$ cat config.mk
export PLATFORM = sky130hd
export DESIGN_NAME = charlieplex_three_digit_scan_unit_flat
export DESIGN_NICKNAME = d
export VERILOG_FILES = /design/src/rtl/cpx3_pkg.sv /design/src/rtl/cpx3_if.sv /design/src/rtl/charlieplex_three_digit_scan_unit.sv /design/src/rtl/cpx3_seg_lookup.sv /design/src/flat_wrapper.sv
export SDC_FILE = /design/constraint.sdc
export NUM_CORES = 1
export LEC_CHECK = 0
export BUFFER_PORTS_ARGS = -buffer_cell sky130_fd_sc_hd__buf_4
export CAP_MARGIN = 10
export CORE_ASPECT_RATIO = 0.5
export CORE_MARGIN = 5
export CORE_UTILIZATION = 50
export DETAILED_ROUTE_END_ITERATION = 8
export PLACE_DENSITY_LB_ADDON = 0.08
export SYNTH_ARGS = -nofsm -noshare
export SYNTH_HDL_FRONTEND = slang
export SYNTH_SLANG_ARGS = --single-unit
$ cat constraint.sdc
create_clock -name i_clk -period 18.5 [get_ports i_clk]
set_clock_uncertainty 0.05 [all_clocks]
set_input_delay 3.7 -clock i_clk [delete_from_list [all_inputs] [get_ports i_clk]]
set_output_delay 3.7 -clock i_clk [all_outputs]
set_load 0.01 [all_outputs]
$ cat src/rtl/cpx3_pkg.sv
// Package for the charlieplexed three-digit scan unit: drive codes and segment tables.
package cpx3_pkg;

    localparam int unsigned PinCount   = 5;
    localparam int unsigned PhaseWidth = 2;

    // Drive codes for one pin.
    localparam logic [1:0] DRV_Z = 2'd0;
    localparam logic [1:0] DRV_L = 2'd1;
    localparam logic [1:0] DRV_H = 2'd2;

    // Segment table of the hundreds position: only digit 1 lights.
    function automatic logic [15:0] hund_seg(input logic [1:0] digit);
        logic [15:0] seg;
        case (digit)
            2'd1:    seg = 16'h0006;
            default: seg = 16'h0000;
        endcase
        return seg;
    endfunction

    function automatic logic [15:0] tens_seg(input logic [3:0] digit);
        logic [15:0] seg;
        case (digit)
            4'd0:    seg = 16'h0770;
            4'd1:    seg = 16'h0420;
            4'd2:    seg = 16'h0741;
            4'd3:    seg = 16'h0661;
            4'd4:    seg = 16'h0431;
            4'd5:    seg = 16'h0271;
            4'd6:    seg = 16'h0371;
            4'd7:    seg = 16'h0460;
            4'd8:    seg = 16'h0771;
            4'd9:    seg = 16'h0671;
            default: seg = 16'h0000;
        endcase
        return seg;
    endfunction

    function automatic logic [15:0] ones_seg(input logic [3:0] digit);
        logic [15:0] seg;
        case (digit)
            4'd0:    seg = 16'hE888;
            4'd1:    seg = 16'h8080;
            4'd2:    seg = 16'hD808;
            4'd3:    seg = 16'hD880;
            4'd4:    seg = 16'hB080;
            4'd5:    seg = 16'h7880;
            4'd6:    seg = 16'h7888;
            4'd7:    seg = 16'h8880;
            4'd8:    seg = 16'hF888;
            4'd9:    seg = 16'hF880;
            default: seg = 16'h0000;
        endcase
        return seg;
    endfunction

endpackage

$ cat src/rtl/cpx3_if.sv
// Request channel interfaces of the charlieplexed three-digit scan unit.
interface cpx3_in_if;
    logic       valid;
    logic       ready;
    logic [7:0] value;

    modport source (output valid, output value, input ready);
    modport sink   (input valid, input value, output ready);
endinterface

interface cpx3_out_if;
    logic       valid;
    logic       ready;
    logic [1:0] pin1_drive;
    logic [1:0] pin2_drive;
    logic [1:0] pin3_drive;
    logic [1:0] pin4_drive;
    logic [1:0] pin5_drive;
    logic [1:0] scan_phase;

    modport source (
        output valid, output pin1_drive, output pin2_drive, output pin3_drive,
        output pin4_drive, output pin5_drive, output scan_phase, input ready
    );
    modport sink (
        input valid, input pin1_drive, input pin2_drive, input pin3_drive,
        input pin4_drive, input pin5_drive, input scan_phase, output ready
    );
endinterface

$ cat src/rtl/charlieplex_three_digit_scan_unit.sv
// Top level of the charlieplexed three-digit scan unit.
//
//  Channel   Dir  Payload                                   Accepted when
//  i_in      in   value[7:0]                                valid && ready
//  o_out     out  pin1..pin5_drive[1:0], scan_phase[1:0]    valid && ready
//
// A request is registered at the input, its pattern is decoded and mapped onto
// the pins in one pass of logic, and the result is registered at the output.
// The result is shown once its request has moved from the input register into
// the output register, which it does when that register is free; one request
// can be accepted every cycle while the output keeps moving.
// A stalled output holds its result while one more request waits in the input
// register; the input is ready whenever that register is empty or moving on.
// Reset (synchronous, active low) empties both registers and sets the scan
// phase to zero.
module charlieplex_three_digit_scan_unit
    import cpx3_pkg::*;
(
    input  logic              i_clk,
    input  logic              i_rst_n,
    cpx3_in_if.sink           i_in,
    cpx3_out_if.source        o_out
);

    // Input register stage.
    logic       r_in_valid;
    logic [7:0] r_value;

    // Output register stage.
    logic       r_out_valid;
    logic [1:0] r_drive [PinCount];
    logic [1:0] r_out_phase;

    // Phase that the next request moving into the output register will use.
    logic [PhaseWidth-1:0] r_phase;
    logic [PhaseWidth-1:0] n_phase;

    logic        out_free;
    logic        advance;
    logic        in_take;
    logic [15:0] pattern;
    logic [3:0]  nib;
    logic [1:0]  drive [PinCount];

    // The output register can be loaded when empty or when its result leaves.
    assign out_free = !r_out_valid || o_out.ready;
    assign advance  = r_in_valid && out_free;
    assign in_take  = i_in.valid && i_in.ready;
    assign i_in.ready = !r_in_valid || out_free;
    assign n_phase  = r_phase + 1'b1;

    cpx3_seg_lookup u_seg_lookup (
        .i_value   (r_value),
        .o_pattern (pattern)
    );

    // The current phase selects one nibble of the pattern. Its bits, most
    // significant first, drive the four pins other than the low one in
    // ascending pin order.
    always_comb begin
        case (r_phase)
            2'd0:    nib = pattern[15:12];
            2'd1:    nib = pattern[11:8];
            2'd2:    nib = pattern[7:4];
            default: nib = pattern[3:0];
        endcase
        for (int j = 0; j < PinCount; j++) begin
            if (j == int'(r_phase)) begin
                drive[j] = DRV_L;
            end else if (j < int'(r_phase)) begin
                drive[j] = nib[2'(3 - j)] ? DRV_H : DRV_Z;
            end else begin
                drive[j] = nib[2'(4 - j)] ? DRV_H : DRV_Z;
            end
        end
    end

    always_ff @(posedge i_clk) begin
        if (!i_rst_n) begin
            r_in_valid  <= 1'b0;
            r_out_valid <= 1'b0;
            r_phase     <= '0;
        end else begin
            if (in_take) begin
                r_in_valid <= 1'b1;
            end else if (advance) begin
                r_in_valid <= 1'b0;
            end
            if (advance) begin
                r_out_valid <= 1'b1;
                r_phase     <= n_phase;
            end else if (o_out.ready) begin
                r_out_valid <= 1'b0;
            end
        end
    end

    // Payload registers need no reset.
    always_ff @(posedge i_clk) begin
        if (in_take) begin
            r_value <= i_in.value;
        end
        if (advance) begin
            r_drive     <= drive;
            r_out_phase <= r_phase;
        end
    end

    assign o_out.valid      = r_out_valid;
    assign o_out.pin1_drive = r_drive[0];
    assign o_out.pin2_drive = r_drive[1];
    assign o_out.pin3_drive = r_drive[2];
    assign o_out.pin4_drive = r_drive[3];
    assign o_out.pin5_drive = r_drive[4];
    assign o_out.scan_phase = r_out_phase;

`ifndef ASSERT_OFF
    // The phase steps by one for every request that reaches the output register.
    a_phase_step: assert property (@(posedge i_clk) disable iff (!i_rst_n)
        advance |=> r_phase == $past(n_phase))
        else $error("scan phase did not advance by one");

    // Pin 5 is never pulled low.
    a_pin5_never_low: assert property (@(posedge i_clk) disable iff (!i_rst_n)
        r_out_valid |-> r_drive[4] != DRV_L)
        else $error("pin 5 driven low");

    // The pin selected by the shown phase is the one driven low.
    a_low_pin_matches_phase: assert property (@(posedge i_clk) disable iff (!i_rst_n)
        r_out_valid |-> r_drive[r_out_phase] == DRV_L)
        else $error("low pin does not match scan phase");

    // A waiting request is never dropped while the output is stalled.
    a_no_overrun: assert property (@(posedge i_clk) disable iff (!i_rst_n)
        (r_in_valid && !out_free) |=> r_in_valid && $stable(r_value))
        else $error("input register overwritten while stalled");
`endif

endmodule

$ cat src/rtl/cpx3_seg_lookup.sv
// Digit split of an 8-bit value and lookup of the lit-segment pattern.
module cpx3_seg_lookup
    import cpx3_pkg::*;
(
    input  logic [7:0]  i_value,
    output logic [15:0] o_pattern
);

    logic [1:0]  hund;
    logic [7:0]  rem_full;
    logic [6:0]  rem;
    logic [14:0] prod;
    logic [3:0]  tens;
    logic [6:0]  tens_x10;
    logic [6:0]  ones_full;
    logic [3:0]  ones;

    always_comb begin
        if (i_value >= 8'd200) begin
            hund     = 2'd2;
            rem_full = i_value - 8'd200;
        end else if (i_value >= 8'd100) begin
            hund     = 2'd1;
            rem_full = i_value - 8'd100;
        end else begin
            hund     = 2'd0;
            rem_full = i_value;
        end
        rem = rem_full[6:0];
        // Multiplying by 205/2048 gives the exact quotient by ten for values below 100.
        prod      = {8'd0, rem} * 15'd205;
        tens      = prod[14:11];
        tens_x10  = {3'd0, tens} * 7'd10;
        ones_full = rem - tens_x10;
        ones      = ones_full[3:0];
        o_pattern = hund_seg(hund) | tens_seg(tens) | ones_seg(ones);
    end

endmodule

$ cat src/flat_wrapper.sv
// flat-port wrapper written by rule: the top's interface ports become plain ports
module charlieplex_three_digit_scan_unit_flat import cpx3_pkg::*;
  (i_clk, i_rst_n, i_in_valid, i_in_value, i_in_ready, o_out_valid, o_out_pin1_drive, o_out_pin2_drive, o_out_pin3_drive, o_out_pin4_drive, o_out_pin5_drive, o_out_scan_phase, o_out_ready);
  cpx3_in_if i_in_i ();
  cpx3_out_if o_out_i ();
  input  logic i_clk;
  input  logic i_rst_n;
  input wire logic [$bits(i_in_i.valid)-1:0] i_in_valid;
  input wire logic [$bits(i_in_i.value)-1:0] i_in_value;
  output wire logic [$bits(i_in_i.ready)-1:0] i_in_ready;
  output wire logic [$bits(o_out_i.valid)-1:0] o_out_valid;
  output wire logic [$bits(o_out_i.pin1_drive)-1:0] o_out_pin1_drive;
  output wire logic [$bits(o_out_i.pin2_drive)-1:0] o_out_pin2_drive;
  output wire logic [$bits(o_out_i.pin3_drive)-1:0] o_out_pin3_drive;
  output wire logic [$bits(o_out_i.pin4_drive)-1:0] o_out_pin4_drive;
  output wire logic [$bits(o_out_i.pin5_drive)-1:0] o_out_pin5_drive;
  output wire logic [$bits(o_out_i.scan_phase)-1:0] o_out_scan_phase;
  input wire logic [$bits(o_out_i.ready)-1:0] o_out_ready;
  assign i_in_i.valid = i_in_valid;
  assign i_in_i.value = i_in_value;
  assign i_in_ready = i_in_i.ready;
  assign o_out_valid = o_out_i.valid;
  assign o_out_pin1_drive = o_out_i.pin1_drive;
  assign o_out_pin2_drive = o_out_i.pin2_drive;
  assign o_out_pin3_drive = o_out_i.pin3_drive;
  assign o_out_pin4_drive = o_out_i.pin4_drive;
  assign o_out_pin5_drive = o_out_i.pin5_drive;
  assign o_out_scan_phase = o_out_i.scan_phase;
  assign o_out_i.ready = o_out_ready;
  charlieplex_three_digit_scan_unit u_core (.i_clk(i_clk), .i_rst_n(i_rst_n), .i_in(i_in_i), .o_out(o_out_i));
endmodule
Word-level counts from Yosys, hierarchy flattened

Memories as Yosys holds them, arrays and structs flattened.
Index checks and enable logic that the tools add are counted.

Add/subtract/negate cells: 4
Multiply operators: 2
Div/mod/pow operators: 0
$lt $le $gt $ge: 4
Equal/unequal tests: 6
Shift operators: 0
Muxes and demuxes: 15
Bitwise operators: 2
Reduce and logical (&&, ||, !) cells: 10

Operator list:

| kind                   | number |
|---|---|
| $mul A7 B8 Y15 const B | 1 |
| $mux W7                | 2 |
| $or A14 B14 Y14        | 1 |
| $or A3 B14 Y14         | 1 |
| $sub A7 B7 Y7 const B  | 2 |
| $mux W2                | 5 |
| $ge A8 B7 Y1 const B   | 1 |
| $ge A8 B8 Y1 const B   | 1 |
| $mux W1                | 6 |
| $pmux W2 S3            | 1 |
| $eq A2 B1 Y1 const B   | 2 |
| $eq A2 B2 Y1 const A   | 2 |
| $logic_not A2 Y1       | 2 |
| $mul A4 B3 Y3 const B  | 1 |
| $reduce_bool A2 Y1     | 2 |
| $sub A4 B4 Y4          | 1 |
| $mux W3                | 1 |
| $add A2 B1 Y2 const B  | 1 |
| $eq A1 B2 Y1 const A   | 1 |
| $eq A2 B2 Y1 const B   | 1 |
| $logic_and A1 B1 Y1    | 2 |
| $logic_not A1 Y1       | 2 |
| $logic_or A1 B1 Y1     | 2 |
| $lt A1 B2 Y1 const A   | 1 |
| $lt A2 B2 Y1 const A   | 1 |

Register bits after elaboration: 23
Latch bits: 0
Memory bits (writable): 0
Memory bits (read-only): 224
Bits of input ports: 12
Output and inout port bits: 14
Memories: 2

Memory list:

| memory           | depth | width | rd ports | clocked after memory_dff | write ports | line           | RTL |
|---|---|---|---|---|---|---|---|
| (name not given) | 16    | 7     | 1        | 0                        | 0           | cpx3_pkg.sv:24 | `case (digit)` |
| (name not given) | 16    | 7     | 1        | 0                        | 0           | cpx3_pkg.sv:42 | `case (digit)` |

Depth between registers and ports, before layout

An unclocked memory read counts as a cell.

Depth in word-level cells: 11
Mapped depth: 31
Mapped depth without buffers: 31

Modules after synthesis

From an unflattened synthesis, not the netlist that was laid out.

Cell total of the unflattened synthesis: 255
Area, all modules: 2543.7 sq um

By module, submodules not included:

| module                            | instances | cells each | area each (sq um) | sequential area each (sq um) |
|---|---|---|---|---|
| cpx3_seg_lookup                   | 1         | 200        | 1670.4            | 0.0 |
| charlieplex_three_digit_scan_unit | 1         | 55         | 873.3             | 620.6 |

Least setup slack after synthesis

Ideal clock, no wire load.

Path type: input to output
Start point: input port o_out_ready
End point: output port i_in_ready
Data arrival time: 4016 ps
Slack: 10734 ps
Stages: 2
Cells stage by stage: nor2b_1 > nand2_1

Longest elaborated chain between the ends: 2

Ends and longest elaborated chain:

| element            | line                                    | RTL |
|---|---|---|
| start, declared    | flat_wrapper.sv:18                      | `input wire logic [$bits(o_out_i.ready)-1:0] o_out_ready;` |
| $logic_or A1 B1 Y1 | charlieplex_three_digit_scan_unit.sv:46 | `assign out_free = !r_out_valid \|\| o_out.ready;` |
| $logic_or A1 B1 Y1 | charlieplex_three_digit_scan_unit.sv:49 | `assign i_in.ready = !r_in_valid \|\| out_free;` |
| end, declared      | flat_wrapper.sv:10                      | `output wire logic [$bits(i_in_i.ready)-1:0] i_in_ready;` |

Every way passes these cells.

Worst setup path in the final report

Ends and elaborated chain as after synthesis.

==> run summary <==
leading cell types by total area after synthesis - sky130_fd_sc_hd__ha_1 (23%), sky130_fd_sc_hd__edfxtp_1 (23%), sky130_fd_sc_hd__fa_1 (7.5%)
die outline width - 108 um
total iterations of the first detailed-routing run - 4
post-placement setup slack - 10.47 ns
summed negative setup slack over all endpoints - 0 ns
arrival time at the worst endpoint - 4.28 ns
post-synthesis sequential area ratio - 26.0%
total clock sinks - 22
r2r worst-path depth - 29
Final HPWL DP - 3810 um
post-synthesis cell type count - 55
# H-tree levels - 1
TritonCTS clock tree - done
global route overflow - 0
main flop type after synthesis - sky130_fd_sc_hd__edfxtp_1
Yosys top cell area share - 23.0%
buffer cell driving the clock tree root - sky130_fd_sc_hd__clkbuf_8
clock-pin slew on the worst setup and hold paths - 0.07 ns
Site Rows - 17
Peak VDD IR - 0.0000933 V
quantity of I/O buffers inserted on ports - 23
antenna violations before repair - 0
start of the worst register-to-register path - u_core.r_value[2]$_DFFE_PP_
worst flop-to-flop path endpoint - u_core.o_out.pin4_drive[1]$_SDFFCE_PN0P_
origin of the worst setup path - o_out_ready
Power, Total - 0.000494 W
area of the die - 6350 sq um
hold-fix buffers at CTS - 0
type of the worst setup path - in2out
Setup Buffers After CTS - 0
io pins - 26
most instantiated library cell after synthesis - sky130_fd_sc_hd__ha_1
leading cell types by count after synthesis - sky130_fd_sc_hd__ha_1 (44), sky130_fd_sc_hd__inv_1 (29), sky130_fd_sc_hd__edfxtp_1 (18)
synthesized cell area - 2390 sq um
Syn. warnings - 0
leakage power figure - 1.24 nW
maximum fanout along the worst path - 4
Tcrit/Tclk final - 43.4%
average cell area after synthesis - 10.4 sq um
max-slew violation count - 0
number of synthesized register bits - 22
Setup crit end kind - output pin
global placement routability congestion - 0.748
pin count of the biggest net entering global routing - 14
Area growth syn-to-layout - 13.2%
share of layout cells above drive strength 1 - 18.3%
max-capacitance violation count - 0
Antenna diodes - 0
maximum clock path buffer count - 2
Critical path destination - i_in_ready
remaining routing DRC violations - 0
async set-reset flop share out of synthesis - 0%
highest attainable clock frequency - 125 MHz
ratio of total power to cell area - 182 nW/um^2
outcome - completed
DRT Wirelength - 4590 um
number of buffers created by CTS - 3
insertion delay to the later sink of the worst-skew pair - 0.25 ns
launch instance of the worst min-delay path - u_core.r_in_valid$_SDFFE_PN0P_
Min-Delay Path Class - reg2reg
number of enable-type register cells in the synthesized netlist - 18
largest area contributor in the synthesized netlist - sky130_fd_sc_hd__ha_1
y dimension of the die - 58.9 um
type of element launching the critical path - primary input
count of endpoints failing hold in the final timing report - 0
number of setup violations in the final report - 0
share of the core filled with cells - 60.0%
number of global-route vias before repair - 1708
global-route wire length before repair - 7920 um
actual slew at the worst max-slew pin - 1.01 ns
Detail Route Antenna Nets - 0
routed via count - 1725
aggregate global-route resource usage - 15.7%
instance count of the mapped netlist - 231
flop2flop setup slack - 10.55 ns
initial cell density of the core - 53.0%
starting DRC count in detailed routing - 60
CTS resizes - 0
critical path data required time - 14.75 ns
post-route minimum period - 8.03 ns
smallest setup slack after layout - 10.47 ns
Relative slew margins - 32.8%
detailed-route wire length per cell - 14.2 um
net total in the final layout - 323
unrepaired setup endpoints after global routing - false
total core area - 4510 sq um
via/cell ratio - 5.34
## how the worst min path moves through the flow
stage	to	cells past startpoint
detailed placement	u_core.o_out.valid$_SDFFE_PN0P_	1
global placement	u_core.o_out.valid$_SDFFE_PN0P_	1
global route	u_core.o_out.valid$_SDFFE_PN0P_	1
finish	u_core.o_out.valid$_SDFFE_PN0P_	1
CTS	u_core.o_out.valid$_SDFFE_PN0P_	1
floorplan	u_core.o_out.valid$_SDFFE_PN0P_	1
## flip-flops by register name, summed over array words and instances, names as in the netlist
name                     count
u_core.o_out.pin3_drive      2
u_core.r_phase               2
u_core.o_out.pin1_drive      2
u_core.r_value               8
u_core.o_out.scan_phase      2
u_core.r_in_valid            1
u_core.o_out.pin2_drive      1
u_core.o_out.pin5_drive      1
u_core.o_out.valid           1
u_core.o_out.pin4_drive      2
## stage by stage
stage	std cells	instance area [sq um]	hold WS (ns)
final	323	2710	0.488
after detailed placement	319	2640	0.467
after CTS	323	2710	0.490
after global placement	319	2640	0.458
after global routing	323	2710	0.507
after floorplan	232	2390	0.427
## critical path, cell delays in order
cell and delay, ns:
sky130_fd_sc_hd__buf_4 0.11, sky130_fd_sc_hd__nor2b_1 0.22, sky130_fd_sc_hd__nand2_1 0.11, sky130_fd_sc_hd__buf_4 0.15
## final cells by class
cell class / instances / area [sq um]
inverter: 29 / 109
tap: 66 / 82.6
clock buffer: 3 / 41.3
timing repair buffer: 23 / 173
fill: 411 / 1800
sequential: 22 / 621
multi-input combinational: 179 / 1650
clock inverter: 1 / 30.0
## cells by family (layout without fill, tap and decap cells)
group                      after synthesis  count (layout)  share of synthesized area, %
and+or+nand+nor                         65              65                          15.0
adders and majority gates               53              53                          30.6
AOI/OAI and AO/OA                       38              38                          12.6
buffers and inverters                   31              56                          5.18
DFF                                     22              22                          26.0
xor gates and xnor gates                14              14                          7.64
muxes                                    7               7                          2.98
other                                    1               2                         0.157
## cells in the final DEF, fill, tap and decap left out, types with 2 or more instances in the layout
master                     instances
sky130_fd_sc_hd__ha_1             44
sky130_fd_sc_hd__inv_1            29
sky130_fd_sc_hd__buf_4            23
sky130_fd_sc_hd__edfxtp_1         18
sky130_fd_sc_hd__nand2_1          16
sky130_fd_sc_hd__a21oi_1          11
sky130_fd_sc_hd__nor2_1           10
sky130_fd_sc_hd__fa_1              9
sky130_fd_sc_hd__nand3_1           8
sky130_fd_sc_hd__mux2i_1           6
sky130_fd_sc_hd__xnor2_1           6
sky130_fd_sc_hd__nor2b_1           4
sky130_fd_sc_hd__o21ai_0           4
sky130_fd_sc_hd__nand4_1           4
sky130_fd_sc_hd__dfxtp_1           4
sky130_fd_sc_hd__xor2_1            3
sky130_fd_sc_hd__and3_1            3
sky130_fd_sc_hd__a21o_1            3
sky130_fd_sc_hd__xnor2_2           3
sky130_fd_sc_hd__clkbuf_8          3
sky130_fd_sc_hd__and2_1            2
sky130_fd_sc_hd__nand2b_1          2
sky130_fd_sc_hd__a21oi_2           2
sky130_fd_sc_hd__nor3_1            2
sky130_fd_sc_hd__or2_2             2
sky130_fd_sc_hd__xnor2_4           2
sky130_fd_sc_hd__a311oi_1          2
sky130_fd_sc_hd__nor3b_1           2
sky130_fd_sc_hd__conb_1            2
## routing by layer
metal	wire, um	part of all wire [%]	vias up	global-route usage (%)
met5	0	0	-	0
met4	25	0.54	0	2.70
met3	207	4.5	2	2.85
met2	2010	44	31	25.5
met1	2350	51	820	22.3
li1	-	-	872	-
## power breakdown
part           internal [W]  switching [W]  total (W)
Combinational      0.000172       0.000207   0.000379
Sequential        0.0000682     0.00000412  0.0000724
Clock             0.0000288      0.0000135  0.0000424
Power figures use the tool's default switching activity.
